<file path="src/rtl/core/cvtp_pkg.sv">
// Shared types, widths and helper functions of the trajectory predictor.
`default_nettype none

package cvtp_pkg;

    // Field widths.
    localparam int POS_W   = 24;
    localparam int ANG_W   = 16;
    localparam int VEL_W   = 16;
    localparam int TS_W    = 12;
    localparam int STEP_W  = 6;
    localparam int TIME_W  = 18;
    localparam int RANGE_W = 10;
    localparam int CFG_W   = 12;

    // Internal arithmetic widths.
    localparam int DIFF_W = POS_W + 1;          // obstacle minus ego
    localparam int SQ_W   = 2 * POS_W;          // one squared difference
    localparam int DIST_W = SQ_W + 1;           // sum of two squares
    localparam int R2_W   = 2 * RANGE_W;        // detection range squared
    localparam int INC_W  = VEL_W + TS_W + 1;   // rate times time step
    localparam int ACC_W  = 34;                 // rate times elapsed time
    localparam int FRAC_W = 12;                 // fraction bits of time
    localparam int SUM_W  = POS_W + 1;          // pose before saturation

    // Configuration register indexes.
    typedef enum logic [1:0] {
        CFG_MODEL_ENABLE = 2'd0,
        CFG_STEP_PERIOD  = 2'd1,
        CFG_STEP_COUNT   = 2'd2,
        CFG_GATE_RADIUS  = 2'd3
    } cfg_index_t;

    // Commands from the controller to the datapath.
    typedef struct packed {
        logic load;     // capture the incoming request
        logic diff;     // form differences and per-step increments
        logic square;   // square the differences and the range
        logic start;    // clear the step counters for a new trajectory
        logic emit;     // load the next pose into the output register
    } cvtp_cmd_t;

    // Status from the datapath to the controller.
    typedef struct packed {
        logic gate_pass;    // obstacle lies within the detection range
        logic out_free;     // output register can take a pose this cycle
        logic last_step;    // the pose about to be emitted is the final one
    } cvtp_status_t;

    // Clamp a 25-bit signed sum to 24 signed bits.
    function automatic logic signed [POS_W-1:0] sat24(input logic signed [SUM_W-1:0] v);
        logic signed [POS_W-1:0] r;
        begin
            if (v[SUM_W-1] != v[SUM_W-2])
            begin
                r = v[SUM_W-1] ? {1'b1, {(POS_W-1){1'b0}}} : {1'b0, {(POS_W-1){1'b1}}};
            end
            else
            begin
                r = v[POS_W-1:0];
            end
            return r;
        end
    endfunction

endpackage

`default_nettype wire

</file>
<file path="src/rtl/core/cvtp_ctrl.sv">
// Controller state machine of the trajectory predictor.
`default_nettype none

module cvtp_ctrl (
    input  wire logic                  clk,
    input  wire logic                  rst_n,
    input  wire logic                  in_valid,
    output logic                       in_ready,
    input  wire logic                  model_enable,
    input  wire cvtp_pkg::cvtp_status_t status,
    output cvtp_pkg::cvtp_cmd_t         cmd
);

    typedef enum logic [2:0] {
        ST_IDLE,
        ST_DIFF,
        ST_SQUARE,
        ST_GATE,
        ST_RUN
    } state_t;

    state_t state_reg;
    state_t state_next;

    // Next state and datapath commands.
    always_comb
    begin
        state_next = state_reg;
        cmd        = '0;
        in_ready   = 1'b0;
        unique case (state_reg)
            ST_IDLE:
            begin
                in_ready = 1'b1;
                // A request taken while the model is disabled is dropped.
                if (in_valid && model_enable)
                begin
                    cmd.load   = 1'b1;
                    state_next = ST_DIFF;
                end
            end
            ST_DIFF:
            begin
                cmd.diff   = 1'b1;
                state_next = ST_SQUARE;
            end
            ST_SQUARE:
            begin
                cmd.square = 1'b1;
                state_next = ST_GATE;
            end
            ST_GATE:
            begin
                cmd.start  = 1'b1;
                state_next = status.gate_pass ? ST_RUN : ST_IDLE;
            end
            ST_RUN:
            begin
                if (status.out_free)
                begin
                    cmd.emit = 1'b1;
                    if (status.last_step)
                    begin
                        state_next = ST_IDLE;
                    end
                end
            end
            default:
            begin
                state_next = ST_IDLE;
            end
        endcase
    end

    // State register.
    always_ff @(posedge clk or negedge rst_n)
    begin
        if (!rst_n)
        begin
            state_reg <= ST_IDLE;
        end
        else
        begin
            state_reg <= state_next;
        end
    end

endmodule

`default_nettype wire

</file>
<file path="config.mk">
export PLATFORM = sky130hd
export DESIGN_NAME = cvtp_ctrl
export DESIGN_NICKNAME = d
export VERILOG_FILES = /design/src/rtl/core/cvtp_pkg.sv /design/src/rtl/core/cvtp_ctrl.sv
export SDC_FILE = /design/constraint.sdc
export NUM_CORES = 1
export LEC_CHECK = 0
export BUFFER_PORTS_ARGS = -buffer_cell sky130_fd_sc_hd__buf_4
export CAP_MARGIN = 40
export CORE_AREA = 2 2 39 41
export DETAILED_ROUTE_END_ITERATION = 8
export DIE_AREA = 0 0 41 43
export HOLD_SLACK_MARGIN = 0.06
export PLACE_DENSITY_LB_ADDON = 0.2
export SLEW_MARGIN = 20
export SYNTH_ARGS = -nofsm -noshare
export SYNTH_HDL_FRONTEND = slang
export SYNTH_SLANG_ARGS = --single-unit
export TNS_END_PERCENT = 10
</file>
<file path="constraint.sdc">
create_clock -name clk -period 1.2 [get_ports clk]
set_input_delay 0.18 -clock clk [delete_from_list [all_inputs] [get_ports clk]]
set_output_delay 0.18 -clock clk [all_outputs]
set_load 0.1 [all_outputs]
</file>
==> flow_metrics.tcl <==
set metrics [dict create \
    clock-sinks 3 \
    synthCells 16 \
    setup_violations 6 \
    hpwl_um 408 \
    synth_top_area_cell "dfrtp_1" \
    cp_max_fo 5 \
    initial_utilization 0.114 \
    reg2reg_depth 3 \
    hold_viol_final 0 \
    path_clk_slew_ps 40 \
    grt_overflow_total 0 \
    critPathBufInv 1 \
    gp_congestion 0.619 \
    maxCapViolations 0 \
    multiInputGateArea_um2 115 \
    grt_max_degree 8 \
    r2r_end "state_reg[2]$_DFFE_PN0P_" \
    layout-drive-gt1-share 0.744 \
    synth-edff-count 0 \
    antenna_found_initial 0 \
    period_minus_slack_ps 1420 \
    clock_latency_ps 230 \
    largest_reg_flops 3 \
    hold_path.class "input port to register" \
    drtIter0Drc 1 \
    layout.nets 47 \
    netlist_area_um2 158 \
    nFillCells 136 \
    vias_per_cell 3.76 \
    coreArea_um2 1380 \
    critPathLaunchType "register" \
    avgSynthCellArea_um2 9.85 \
    hold_end "state_reg[2]$_DFFE_PN0P_" \
    skew_ps 3.59 \
    fmax_ghz 0.703 \
    clock_path_buffers 2 \
    cts-root-buf "clkbuf_4" \
    syn_nets 23 \
    violations "negative setup slack" \
    outcome "finished, violations left" \
    cts_buffers 3 \
    die_width_um 41 \
    criticalPathCategory "register to output port" \
    drt.antenna.violating_nets 0 \
    cp_top_family "flip-flops" \
    grt_usage 0.0775 \
    cp_slowest_cell "dfrtp_2" \
    synth_most_common_cell "dfrtp_1" \
    grt_pass1_wl_um 910 \
    die-area_um2 1760 \
    critical_path.max_stage_delay_ps 430 \
    diodes 0 \
    yosysUniqueCellTypes 11 \
    ys_top_cells_by_area "dfrtp_1 48%, nor3b_1 9.5%, a32o_1 6.3%" \
    hold_slack_ps 171 \
    tritoncts "built" \
    ys_seq_area_frac 0.476 \
    grt_pass1_vias 237 \
    worst_slew_pin_slew_ps 278 \
    regArea_um2 78.8 \
    finalWirelength_um 523 \
    synth_common_cells "3 x dfrtp_1, 2 x nor2_1, 2 x nor3_1, 2 x nor3b_1" \
    dr_total_vias 207 \
    crit_required_ps 1020 \
    crit_arrival_ps 1240 \
    firstDrtPassIters 4 \
    worstHoldStart "status[2]" \
    portBuffers 12 \
    end_kind "output port" \
    regToRegSetupSlack_ps 70 \
    ys_ff_latch 3 \
    areaGrowthSynthToFinish_pct 179 \
    async_flop_share 1.00 \
    cts_max_level 1 \
    drv_slew 0 \
    worst_slack_ps -223 \
    synth_warnings 0 \
    worstPathCellList "nor3_4, and3_4, buf_12" \
    grt_setup_unrepaired "yes" \
    wl_per_cell_um 9.51 \
    yosysTopAreaCellShare 0.476 \
    synth_ff_type "dfrtp_1" \
    worstReg2RegStart "state_reg[1]$_DFFE_PN0P_" \
    whs_path_depth 2 \
    min_period_over_period 1.19 \
    drcViolationCount 0 \
    num_rows 14 \
    die_y_um 43 \
    relSlewSlack 0.816 \
    boundaryPins 13 \
]
==> worst max-delay path by stage <==
stage | startpoint | end | slack (ps) | cells past startpoint
floorplan | state_reg[1]$_DFFE_PN0P_ | cmd[4] | -790 | 2
global placement | state_reg[1]$_DFFE_PN0P_ | cmd[4] | -80 | 3
detailed placement | state_reg[1]$_DFFE_PN0P_ | cmd[4] | -110 | 3
CTS | state_reg[1]$_DFFE_PN0P_ | cmd[4] | -250 | 3
global route | state_reg[1]$_DFFE_PN0P_ | cmd[4] | -300 | 3
finish | state_reg[1]$_DFFE_PN0P_ | cmd[4] | -220 | 3
==> cell type report <==
type                    count  area share
well taps                  16      0.0456
multi-input cells          13       0.262
repair buffers             19       0.453
clock buffers               4      0.0598
flip-flops and latches      3       0.179
==> worst register-to-register path, stage by stage (launching register included) <==
cell	delay, ps
dfrtp_2	430
buf_4	150
and3b_1	210
a32o_1	220
==> cell families after synthesis <==
logic type	synth area share
compound gates	0.0952
flops	0.476
simple gates	0.373
xor+xnor	0.0556
==> layout by cell type (no fill, tap or decap) <==
cell	netlist	routed
buf_6	0	1
dfrtp_2	0	3
clkbuf_1	0	1
a32o_1	1	1
clkbuf_4	0	3
a21oi_1	1	1
and3_4	0	1
and3b_1	1	1
buf_12	0	4
nor3_1	2	1
nor3b_2	0	1
nor2_1	2	2
nor3_4	0	1
and3_2	1	1
xnor2_1	1	1
nor3b_4	0	1
nand2_1	1	1
dlygate4sd3_1	0	1
buf_4	0	13
==> layer usage <==
layer | GRT usage | wire length, um | up-vias
met3 | 0.0366 | 37 | 0
met5 | 0 | 0 | -
met2 | 0.103 | 285 | 5
met4 | 0.0600 | 0 | 0
met1 | 0.0909 | 200 | 96
li1 | - | - | 106
==> through the flow <==
stage / TNS [ps] / instance area (um^2) / setup WS [ps] / cells / util
2_1_floorplan: -3300 / 184 / -792 / 16 / -
3_3_place_gp: -196 / 332 / -81.8 / 49 / 0.240
3_5_place_dp: -271 / 332 / -108 / 49 / 0.240
4_1_cts: -1290 / 419 / -248 / 55 / 0.303
5_1_grt: -1570 / 439 / -304 / 55 / 0.317
6_report: -1170 / 439 / -223 / 55 / 0.317
==> what timing repair did <==
item / in CTS / in global routing
endpoints found under the setup margin: 6 / 6
hold buffers: 1 / 0
gates resized for setup: 13 / 4
setup buffers: 1 / 0
hold endpoints to repair: 3 / 0
pin swaps: 0 / 0
Power is not shown: default switching activity piles up to over one toggle a cycle in this logic, so the estimate is an artifact.
